[src/sv/bssdp_pkg.sv]
`default_nettype none
package bssdp_pkg;

  // parser phase
  typedef enum logic [1:0] {
    PH_WAIT = 2'd0,
    PH_ID   = 2'd1,
    PH_DATA = 2'd2
  } phase_t;

  localparam logic [7:0] HEADER_BYTE = 8'h40;
  localparam logic [7:0] ID_PACKET   = 8'h00;
  localparam logic [7:0] ID_BATTERY  = 8'h01;
  localparam logic [7:0] ID_TEMP     = 8'h02;
  localparam logic [7:0] ID_HUMID    = 8'h03;
  localparam logic [7:0] ID_VOLTAGE  = 8'h0C;

  localparam logic [1:0] KIND_BATTERY = 2'd0;
  localparam logic [1:0] KIND_TEMP    = 2'd1;
  localparam logic [1:0] KIND_HUMID   = 2'd2;

  localparam int VALUE_W = 13;

  // x/10 = (x*52429)>>19, exact for x < 262144
  // x/100 = (x*83887)>>23, exact for x < 91180
  localparam logic [16:0] RECIP_10  = 17'd52429;
  localparam logic [16:0] RECIP_100 = 17'd83887;

  // queue between parser and arithmetic back end
  localparam int QUEUE_DEPTH = 2;
  localparam int QPTR_W      = $clog2(QUEUE_DEPTH);
  localparam int QCNT_W      = $clog2(QUEUE_DEPTH + 1);

  // one decoded measurement on its way to the back end
  typedef struct packed {
    logic [1:0]  kind;
    logic [15:0] raw;
  } op_t;

endpackage
`default_nettype wire

[src/sv/bssdp_if.sv]
`default_nettype none
interface bssdp_in_if;
  logic       valid;
  logic       ready;
  logic [7:0] data_byte;
  logic       first_byte;
  logic       last_byte;

  modport source (output valid, output data_byte, output first_byte, output last_byte,
                  input ready);
  modport sink   (input valid, input data_byte, input first_byte, input last_byte,
                  output ready);
endinterface

interface bssdp_out_if;
  logic               valid;
  logic               ready;
  logic [1:0]         reading_kind;
  logic signed [12:0] reading_value;

  modport source (output valid, output reading_kind, output reading_value, input ready);
  modport sink   (input valid, input reading_kind, input reading_value, output ready);
endinterface
`default_nettype wire

[src/sv/bssdp_front.sv]
`default_nettype none
module bssdp_front import bssdp_pkg::*; (
  input  logic        clk,
  input  logic        rst_n,
  bssdp_in_if.sink    in_ch,
  input  logic        q_full,
  output logic        push,
  output op_t         push_op
);

  phase_t      phase_r, phase_nxt;
  logic [7:0]  object_id_r, object_id_nxt;
  logic [1:0]  bytes_left_r, bytes_left_nxt;
  logic [7:0]  low_byte_r, low_byte_nxt;
  logic        accept;
  logic        emit;
  logic [7:0]  b;

  assign in_ch.ready = !q_full;
  assign accept      = in_ch.valid && !q_full;
  assign b           = in_ch.data_byte;

  always_comb begin
    phase_nxt      = phase_r;
    object_id_nxt  = object_id_r;
    bytes_left_nxt = bytes_left_r;
    low_byte_nxt   = low_byte_r;
    emit           = 1'b0;
    push_op.kind   = KIND_BATTERY;
    push_op.raw    = {b, low_byte_r};
    if (accept) begin
      if (in_ch.first_byte) begin
        phase_nxt      = (b == HEADER_BYTE && !in_ch.last_byte) ? PH_ID : PH_WAIT;
        bytes_left_nxt = 2'd0;
      end else begin
        case (phase_r)
          PH_ID: begin
            object_id_nxt = b;
            if (b == ID_PACKET || b == ID_BATTERY) begin
              bytes_left_nxt = 2'd1;
              phase_nxt      = in_ch.last_byte ? PH_WAIT : PH_DATA;
            end else if (b == ID_TEMP || b == ID_HUMID || b == ID_VOLTAGE) begin
              bytes_left_nxt = 2'd2;
              phase_nxt      = in_ch.last_byte ? PH_WAIT : PH_DATA;
            end else begin
              // unknown id ends the packet
              bytes_left_nxt = 2'd0;
              phase_nxt      = PH_WAIT;
            end
          end
          PH_DATA: begin
            if (bytes_left_r == 2'd2) begin
              low_byte_nxt   = b;
              bytes_left_nxt = 2'd1;
              if (in_ch.last_byte) phase_nxt = PH_WAIT;
            end else begin
              bytes_left_nxt = 2'd0;
              phase_nxt      = in_ch.last_byte ? PH_WAIT : PH_ID;
              case (object_id_r)
                ID_BATTERY: begin
                  emit         = 1'b1;
                  push_op.kind = KIND_BATTERY;
                  push_op.raw  = {8'd0, b};
                end
                ID_TEMP: begin
                  emit         = 1'b1;
                  push_op.kind = KIND_TEMP;
                end
                ID_HUMID: begin
                  emit         = 1'b1;
                  push_op.kind = KIND_HUMID;
                end
                default: emit = 1'b0;
              endcase
            end
          end
          default: phase_nxt = PH_WAIT;
        endcase
      end
    end
  end

  assign push = emit;

  always_ff @(posedge clk) begin
    if (!rst_n) begin
      phase_r      <= PH_WAIT;
      object_id_r  <= 8'd0;
      bytes_left_r <= 2'd0;
      low_byte_r   <= 8'd0;
    end else begin
      phase_r      <= phase_nxt;
      object_id_r  <= object_id_nxt;
      bytes_left_r <= bytes_left_nxt;
      low_byte_r   <= low_byte_nxt;
    end
  end

endmodule
`default_nettype wire

[src/sv/bssdp_queue.sv]
`default_nettype none
module bssdp_queue import bssdp_pkg::*; (
  input  logic clk,
  input  logic rst_n,
  input  logic push,
  input  op_t  push_op,
  output logic full,
  output logic pop_valid,
  output op_t  pop_op,
  input  logic pop
);

  op_t               entry_r [QUEUE_DEPTH];
  logic [QPTR_W-1:0] wr_ptr_r, wr_ptr_nxt;
  logic [QPTR_W-1:0] rd_ptr_r, rd_ptr_nxt;
  logic [QCNT_W-1:0] count_r, count_nxt;
  logic              do_pop;

  assign full      = (count_r == QCNT_W'(QUEUE_DEPTH));
  assign pop_valid = (count_r != '0);
  assign pop_op    = entry_r[rd_ptr_r];
  assign do_pop    = pop && pop_valid;

  always_comb begin
    wr_ptr_nxt = wr_ptr_r;
    rd_ptr_nxt = rd_ptr_r;
    count_nxt  = count_r;
    if (push) begin
      wr_ptr_nxt = (wr_ptr_r == QPTR_W'(QUEUE_DEPTH - 1)) ? '0 : wr_ptr_r + 1'b1;
    end
    if (do_pop) begin
      rd_ptr_nxt = (rd_ptr_r == QPTR_W'(QUEUE_DEPTH - 1)) ? '0 : rd_ptr_r + 1'b1;
    end
    case ({push, do_pop})
      2'b10:   count_nxt = count_r + 1'b1;
      2'b01:   count_nxt = count_r - 1'b1;
      default: count_nxt = count_r;
    endcase
  end

  always_ff @(posedge clk) begin
    if (push) entry_r[wr_ptr_r] <= push_op;
  end

  always_ff @(posedge clk) begin
    if (!rst_n) begin
      wr_ptr_r <= '0;
      rd_ptr_r <= '0;
      count_r  <= '0;
    end else begin
      wr_ptr_r <= wr_ptr_nxt;
      rd_ptr_r <= rd_ptr_nxt;
      count_r  <= count_nxt;
    end
  end

endmodule
`default_nettype wire

[src/sv/bssdp_back.sv]
`default_nettype none
module bssdp_back import bssdp_pkg::*; (
  input  logic        clk,
  input  logic        rst_n,
  input  logic        op_valid,
  input  op_t         op,
  output logic        pop,
  bssdp_out_if.source out_ch
);

  // stage 1: rounding offset, magnitude and reciprocal multiply
  logic               s1_v_r;
  logic [1:0]         s1_kind_r;
  logic               s1_neg_r;
  logic [32:0]        s1_prod_r;
  logic [7:0]         s1_byte_r;

  // stage 2: output register
  logic               o_v_r;
  logic [1:0]         o_kind_r;
  logic [VALUE_W-1:0] o_value_r;

  logic               o_free;
  logic               s1_adv;
  logic signed [16:0] sum;
  logic [16:0]        neg_sum;
  logic               neg;
  logic [15:0]        mag;
  logic [16:0]        recip;
  logic [32:0]        prod;
  logic [VALUE_W-1:0] quot;
  logic [VALUE_W-1:0] value_nxt;

  assign o_free = !o_v_r || out_ch.ready;
  assign s1_adv = !s1_v_r || o_free;
  assign pop    = op_valid && s1_adv;

  always_comb begin
    sum     = $signed({op.raw[15], op.raw}) + 17'sd5;
    neg_sum = 17'(-sum);
    neg     = (op.kind == KIND_TEMP) && sum[16];
    if (op.kind == KIND_TEMP) begin
      mag   = neg ? neg_sum[15:0] : sum[15:0];
      recip = RECIP_10;
    end else begin
      mag   = op.raw;
      recip = RECIP_100;
    end
    prod = 33'(mag) * 33'(recip);
  end

  always_comb begin
    case (s1_kind_r)
      KIND_TEMP:  quot = s1_prod_r[31:19];
      KIND_HUMID: quot = {3'd0, s1_prod_r[32:23]};
      default:    quot = {5'd0, s1_byte_r};
    endcase
    value_nxt = s1_neg_r ? (~quot + 1'b1) : quot;
  end

  always_ff @(posedge clk) begin
    if (pop) begin
      s1_kind_r <= op.kind;
      s1_neg_r  <= neg;
      s1_prod_r <= prod;
      s1_byte_r <= op.raw[7:0];
    end
    if (o_free && s1_v_r) begin
      o_kind_r  <= s1_kind_r;
      o_value_r <= value_nxt;
    end
  end

  always_ff @(posedge clk) begin
    if (!rst_n) begin
      s1_v_r <= 1'b0;
      o_v_r  <= 1'b0;
    end else begin
      if (s1_adv) s1_v_r <= op_valid;
      if (o_free) o_v_r  <= s1_v_r;
    end
  end

  assign out_ch.valid         = o_v_r;
  assign out_ch.reading_kind  = o_kind_r;
  assign out_ch.reading_value = $signed(o_value_r);

endmodule
`default_nettype wire

[src/sv/ble_sensor_service_data_parser.sv]
// Parses the service data of a sensor advertisement, one byte per transaction
// on in_ch, with first_byte on the header and last_byte on the final byte. Packets
// whose header is not 0x40 are dropped. Battery, temperature and humidity
// objects each give one transaction on out_ch: kind 0 battery percent, kind 1
// temperature in tenths of a degree ((raw+5)/10, truncated toward zero), kind 2
// humidity percent (raw/100). Packet-id and voltage objects are skipped; an
// unknown id ends the packet; an object cut off by last_byte gives nothing.
// Throughput is one byte per clock. in_ready drops only when the two-entry
// queue between the parser and the arithmetic back end is full, which happens
// only when out_ch is stalled. A result passes from the queue write on the edge
// that takes its last byte through the multiply stage and then the output
// register before it is offered on out_ch.
`default_nettype none
module ble_sensor_service_data_parser import bssdp_pkg::*; (
  input  logic        clk,
  input  logic        rst_n,
  bssdp_in_if.sink    in_ch,
  bssdp_out_if.source out_ch
);

  // parser -> queue
  logic push;
  op_t  push_op;
  logic q_full;

  // queue -> back end
  logic op_valid;
  op_t  op;
  logic pop;

  // front: byte classification and object walk
  bssdp_front u_front (
    .clk     (clk),
    .rst_n   (rst_n),
    .in_ch   (in_ch),
    .q_full  (q_full),
    .push    (push),
    .push_op (push_op)
  );

  // decouples byte intake from output stalls
  bssdp_queue u_queue (
    .clk       (clk),
    .rst_n     (rst_n),
    .push      (push),
    .push_op   (push_op),
    .full      (q_full),
    .pop_valid (op_valid),
    .pop_op    (op),
    .pop       (pop)
  );

  // back: constant divisions by reciprocal multiply, then output register
  bssdp_back u_back (
    .clk      (clk),
    .rst_n    (rst_n),
    .op_valid (op_valid),
    .op       (op),
    .pop      (pop),
    .out_ch   (out_ch)
  );

endmodule
`default_nettype wire

[src/flat_wrapper.sv]
// flat-port wrapper written by rule: the top's interface ports become plain ports
module ble_sensor_service_data_parser_flat import bssdp_pkg::*;
  (clk, rst_n, in_ch_valid, in_ch_data_byte, in_ch_first_byte, in_ch_last_byte, in_ch_ready, out_ch_valid, out_ch_reading_kind, out_ch_reading_value, out_ch_ready);
  bssdp_in_if in_ch_i ();
  bssdp_out_if out_ch_i ();
  input  logic clk;
  input  logic rst_n;
  input wire logic [$bits(in_ch_i.valid)-1:0] in_ch_valid;
  input wire logic [$bits(in_ch_i.data_byte)-1:0] in_ch_data_byte;
  input wire logic [$bits(in_ch_i.first_byte)-1:0] in_ch_first_byte;
  input wire logic [$bits(in_ch_i.last_byte)-1:0] in_ch_last_byte;
  output wire logic [$bits(in_ch_i.ready)-1:0] in_ch_ready;
  output wire logic [$bits(out_ch_i.valid)-1:0] out_ch_valid;
  output wire logic [$bits(out_ch_i.reading_kind)-1:0] out_ch_reading_kind;
  output wire logic [$bits(out_ch_i.reading_value)-1:0] out_ch_reading_value;
  input wire logic [$bits(out_ch_i.ready)-1:0] out_ch_ready;
  assign in_ch_i.valid = in_ch_valid;
  assign in_ch_i.data_byte = in_ch_data_byte;
  assign in_ch_i.first_byte = in_ch_first_byte;
  assign in_ch_i.last_byte = in_ch_last_byte;
  assign in_ch_ready = in_ch_i.ready;
  assign out_ch_valid = out_ch_i.valid;
  assign out_ch_reading_kind = out_ch_i.reading_kind;
  assign out_ch_reading_value = out_ch_i.reading_value;
  assign out_ch_i.ready = out_ch_ready;
  ble_sensor_service_data_parser u_core (.clk(clk), .rst_n(rst_n), .in_ch(in_ch_i), .out_ch(out_ch_i));
endmodule
[config.mk]
export PLATFORM = sky130hd
export DESIGN_NAME = ble_sensor_service_data_parser_flat
export DESIGN_NICKNAME = d
export VERILOG_FILES = /design/src/sv/bssdp_pkg.sv /design/src/sv/bssdp_if.sv /design/src/sv/bssdp_front.sv /design/src/sv/bssdp_queue.sv /design/src/sv/bssdp_back.sv /design/src/sv/ble_sensor_service_data_parser.sv /design/src/flat_wrapper.sv
export SDC_FILE = /design/constraint.sdc
export NUM_CORES = 1
export LEC_CHECK = 0
export CAP_MARGIN = 20
export CORE_ASPECT_RATIO = 0.7
export CORE_UTILIZATION = 35
export DETAILED_ROUTE_END_ITERATION = 10
export DONT_BUFFER_PORTS = 1
export GPL_TIMING_DRIVEN = 0
export REMOVE_ABC_BUFFERS = 1
export SETUP_SLACK_MARGIN = 0.5
export SYNTH_ARGS = -nofsm -noshare
export SYNTH_HDL_FRONTEND = slang
export SYNTH_SLANG_ARGS = --single-unit
[constraint.sdc]
create_clock -name clk -period 10.2 [get_ports clk]
set_input_delay 0.51 -clock clk [delete_from_list [all_inputs] [get_ports clk]]
set_output_delay 0.51 -clock clk [all_outputs]
set_load 0.1 [all_outputs]
## Yosys cells after proc, flatten, opt, wreduce, memory -nomap -nowiden

Memories as Yosys holds them, arrays and structs flattened. A register that Yosys moved wholly into a read port is not among the register bits.
Index checks and enable logic that the tools add are counted.

- Add/sub/neg operators: 7
- Multipliers: 1
- Equal/unequal tests: 18
- Mux-type cells: 37
- Bitwise gates (word level): 2
- Reductions and logical operators: 24

Operator list:

| operator | count |
|---|---|
| $mux 18 | 4 |
| $mux 16 | 3 |
| $mul 16x17->33 | 1 |
| $eq 8x2->1 const B | 4 |
| $pmux 13 s2 | 1 |
| $mux 2 | 9 |
| $add 16x4->17 const B | 1 |
| $mux 17 | 1 |
| $eq 8x1->1 const B | 2 |
| $neg 16->16 | 1 |
| $pmux 2 s2 | 4 |
| $mux 1 | 14 |
| $add 13x1->13 const B | 1 |
| $mux 13 | 1 |
| $not 13->13 | 1 |
| $eq 2x2->1 const B | 5 |
| $eq 2x1->1 const B | 4 |
| $eq 8x4->1 const B | 1 |
| $eq 8x7->1 const B | 1 |
| $logic_not 8->1 | 1 |
| $logic_and 1x1->1 | 6 |
| $logic_or 1x1->1 | 5 |
| $logic_not 1->1 | 4 |
| $ne 4x4->1 const B | 1 |
| 10 further kinds | 13 |

- Register bits: 85
- Memory bits (writable): 36
- Bits of input ports: 14
- Output and inout port bits: 17
- Logic and storage cells: 105
- Memories: 1

Memory list:

| name | words | width | read ports | clocked after Yosys merged registers in | wr ports | RTL line | source |
|---|---|---|---|---|---|---|---|
| u_core.u_queue.entry_r | 2 | 18 | 1 | 1 | 1 | bssdp_queue.sv:13 | `op_t entry_r [QUEUE_DEPTH];` |

## Longest topological paths before layout

- Depth in word-level cells: 9
- Depth in mapped cells: 38
- Depth with buffers taken out: 34

## Modules after synthesis

From an unflattened synthesis, not the netlist that was laid out.

- Cells, all modules: 1170
- Area total of the unflattened synthesis: 11862.6 µm²

Modules (own cells, without submodules):

| module | times used | cells an instance | area each (µm²) | sequential area each (µm²) |
|---|---|---|---|---|
| bssdp_back | 1 | 960 | 9187.6 | 1241.2 |
| bssdp_queue | 1 | 79 | 1520.2 | 1181.1 |
| bssdp_front | 1 | 131 | 1154.9 | 400.4 |

## Worst setup path after synthesis

Ideal clock, no wire load.

- Kind: reg-to-reg
- Start point: register with a tool-made name
- End point: register u_core.u_back.s1_prod_r[32], data pin
- Setup time: 0.260 ns
- Data arrival time: 8.375 ns
- Data required time: 9.940 ns
- Setup slack: 1.565 ns
- Stages on the path, launching flop included: 35
- Buffers on the path: 4
- Clock period less this slack: 8.635 ns
- Path through: dfxtp_1 > buf_6 > buf_12 > buf_6 > mux2i_1 > inv_1 > ha_1 > buf_2 > o21ai_0 > o21a_1 > nor3_1 > or3_1 > a211oi_4 > a21oi_1 > a311oi_2 > nor2_1 > xnor2_1 > fa_1 > fa_1 > fa_1 > fa_1 > fa_1 > inv_1 > fa_1 > inv_1 > ha_1 > and4_1 > nand4_1 > o31ai_1 > a21oi_1 > o41ai_2 > nor3_1 > or3_1 > a31oi_1 > xnor2_1

RTL lines:

| item | RTL line | source |
|---|---|---|
| end signal: assignment | bssdp_back.sv:65 | `s1_prod_r <= prod;` |
| end: declaration | bssdp_back.sv:15 | `logic [32:0] s1_prod_r;` |

==> out/results.txt <==
Hold depth: 1
Die Ht: 158 µm
R2R cell count: 30
Initial antenna violation count: 3
Cells after Synth: 1221
Commonest cells post-synth: inv_1 (262), fa_1 (153), ha_1 (146), edfxtp_1 (76), nand2_1 (74)
CP delay by family, top: adder cells
Slowest cell on crit path: fa_1
Post-DRT Antenna Nets: 0
Wire per inst: 16.6 µm
Die width: 225 µm
Critical path buffer and inverter count: 3
Fin nets: 1536
Element type at the critical path end: flop
CTS Hold Bufs: 0
Number of cells on the critical path: 30
Port Buf Inserts: 0
Synth Register Bits: 103
Worst setup SP type: flop
CTS Buf Count: 9
Vias: 8218
CP peak stage delay: 0.59 ns
Post-synth top area cell: fa_1
Final Max Slew Viols: 0
Clock-pin slew on the worst setup and hold paths: 0.07 ns
Post-synth EDFFs: 76
GRT overflow: 0
Cell area after placement: 12800 µm²
# Max-Cap Violations: 0
Fmax: 0.107 GHz
Io pins: 31
Final Setup Violations: 0
Worst min path class: in2reg
Max Buffers Root-to-Sink: 2
Area growth syn-to-layout: 8.01%
Top_reg_cell synth: edfxtp_1
Synth top area cells: fa_1 (25%), edfxtp_1 (19%), ha_1 (15%), inv_1 (8.1%), dfxtp_1 (4.4%)
Initial Utilization: 36.0%
Largest net degree at the start of global routing: 34
Yosys cell types: 70
Yosys top cell area share: 25.1%
Via/cell ratio: 4.85
Layout cells sized above 1: 4.97%
Clock tree from TritonCTS: built
Post-synth ARST share: 0%
Worst path required time: 10.29 ns
Clock Skews: 0.0130 ns
Synth warn: 0
Die ar.: 35600 µm²
Critical Path AT: 9.41 ns
Crit Path Category: reg2reg
Final Cycle Share: 91.3%
Fill count: 3359
CP most frequent cell: fa_1
Residual DRC: 0
First-pass GRT wire length: 45100 µm
Status: finished clean
Non-Filler Cell Area, Final: 13200 µm²
Final wirelength: 28000 µm
Slew HR: 23.3%
1st-iter DRT viols: 687
# rows: 56
Final min period: 9.31 ns
Clock Sinks: 103
Root Driver: clkbuf_16
Netlist Area Pre-Place: 12200 µm²
CP Max Fanout: 11
Worst slew pin tran: 1.15 ns
CTS H-tree lvls: 3
Number of global-route vias before repair: 8248
Final Hold Fails: 0
TritonRoute pass-1 iters: 7
Seq/Total Area, Yosys: 23.1%
GR Util All Layers: 16.5%
Count leader, synth: inv_1
Worst-skew pair later-pin latency: 0.36 ns
Gpl congestion: 0.909
Post-Synthesis Mean Instance Area: 10.0 µm²
Post-DP HPWL: 23900 µm
RSZ-0062 raised after global routing: true
Core area: 33900 µm²
[flip-flops by register name, summed over array words and instances (netlist names), 2 cells and up, named ones only]
register	flops
u_core.u_front.bytes_left_r	2
u_core.u_front.low_byte_r	8
u_core.u_queue.count_r	2
u_core.u_front.object_id_r	8
u_core.u_queue.entry_r	36
u_core.u_back.out_ch.reading_value	13
u_core.u_back.out_ch.reading_kind	2
u_core.u_front.phase_r	2
u_core.u_back.s1_byte_r	8
u_core.u_back.s1_kind_r	2
u_core.u_back.s1_prod_r	14
[stage by stage]
stage                     util, %  hold slack [ns]  setup WS [ns]  setup TNS [ns]  cells
after floorplan                 -            0.454           1.02               0   1203
after global placement       37.4            0.474         -0.962           -7.50   1667
after detailed placement     37.6            0.484         -0.149          -0.331   1672
after CTS                    38.6            0.274          0.537               0   1689
after global routing         38.9            0.274          0.506               0   1692
final                        38.9            0.290          0.887               0   1693
[area by class of cell]
| cell class | instances | area [µm²] | area share [%] |
|---|---|---|---|
| tap | 464 | 581 | 4.40 |
| multi-input combinational | 837 | 8370 | 63.5 |
| clock inverter | 5 | 65.1 | 0.493 |
| clock buffer | 11 | 243 | 1.84 |
| sequential | 103 | 2830 | 21.4 |
| inverter | 263 | 987 | 7.49 |
| antenna | 1 | 2.50 | 0.0190 |
| timing repair buffer | 9 | 111 | 0.844 |
[placed cells by master (no fill, tap or decap), drive strengths merged, types with 6 or more instances in the layout]
| cell type | instances |
|---|---|
| nand2 | 74 |
| a21o | 16 |
| buf | 9 |
| a31oi | 10 |
| nand4 | 6 |
| and2 | 8 |
| nor3 | 13 |
| dfxtp | 27 |
| o21ai | 37 |
| xor2 | 19 |
| fa | 153 |
| a22oi | 12 |
| a21oi | 42 |
| nor4 | 6 |
| ha | 146 |
| nand3 | 15 |
| edfxtp | 76 |
| mux2i | 33 |
| nor2b | 35 |
| or3 | 7 |
| clkbuf | 11 |
| and3 | 8 |
| conb | 6 |
| nor2 | 68 |
| inv | 265 |
| nand2b | 7 |
| o21a | 7 |
| mux2 | 10 |
| xnor2 | 36 |
[cell families (layout without fill, tap and decap cells)]
family / after synthesis / in the layout / share of synthesized area, %
AO/OA/AOI/OAI: 168 / 168 / 9.26
XOR/XNOR: 55 / 55 / 3.95
adder cells (fa/ha/maj): 299 / 299 / 40.1
buffers and inverters: 285 / 288 / 9.09
flip-flops: 103 / 103 / 23.1
multiplexers: 43 / 43 / 3.76
other: 2 / 7 / 0.0615
AND/OR/NAND/NOR: 266 / 266 / 10.7
[timing repair]
item	CTS	global route
buffers inserted	1	2
pin swaps	0	1
gates resized for setup	6	10
endpoints found under the setup margin	13	12
[layer usage]
metal / GRT usage [%] / vias up / routed length [µm]
met5: 0 / - / 28
met4: 2.24 / 4 / 261
met3: 5.35 / 29 / 2340
met2: 22.5 / 227 / 10700
met1: 25.3 / 3960 / 14700
li1: - / 3998 / -
[final timing paths]
kind / start / slack [ns] / end
worst max-delay path: flop / 0.89 / u_core.u_back.s1_prod_r[31]
worst min-delay path: rst_n / 0.29 / u_core.u_front.object_id_r[4]
worst max register to register: flop / 0.89 / u_core.u_back.s1_prod_r[31]
worst min register to register: u_core.u_back.s1_kind_r[0] / 0.49 / u_core.u_back.out_ch.reading_kind[0]
Power is not shown: default switching activity piles up to over one toggle a cycle in this logic, so the estimate is an artifact.
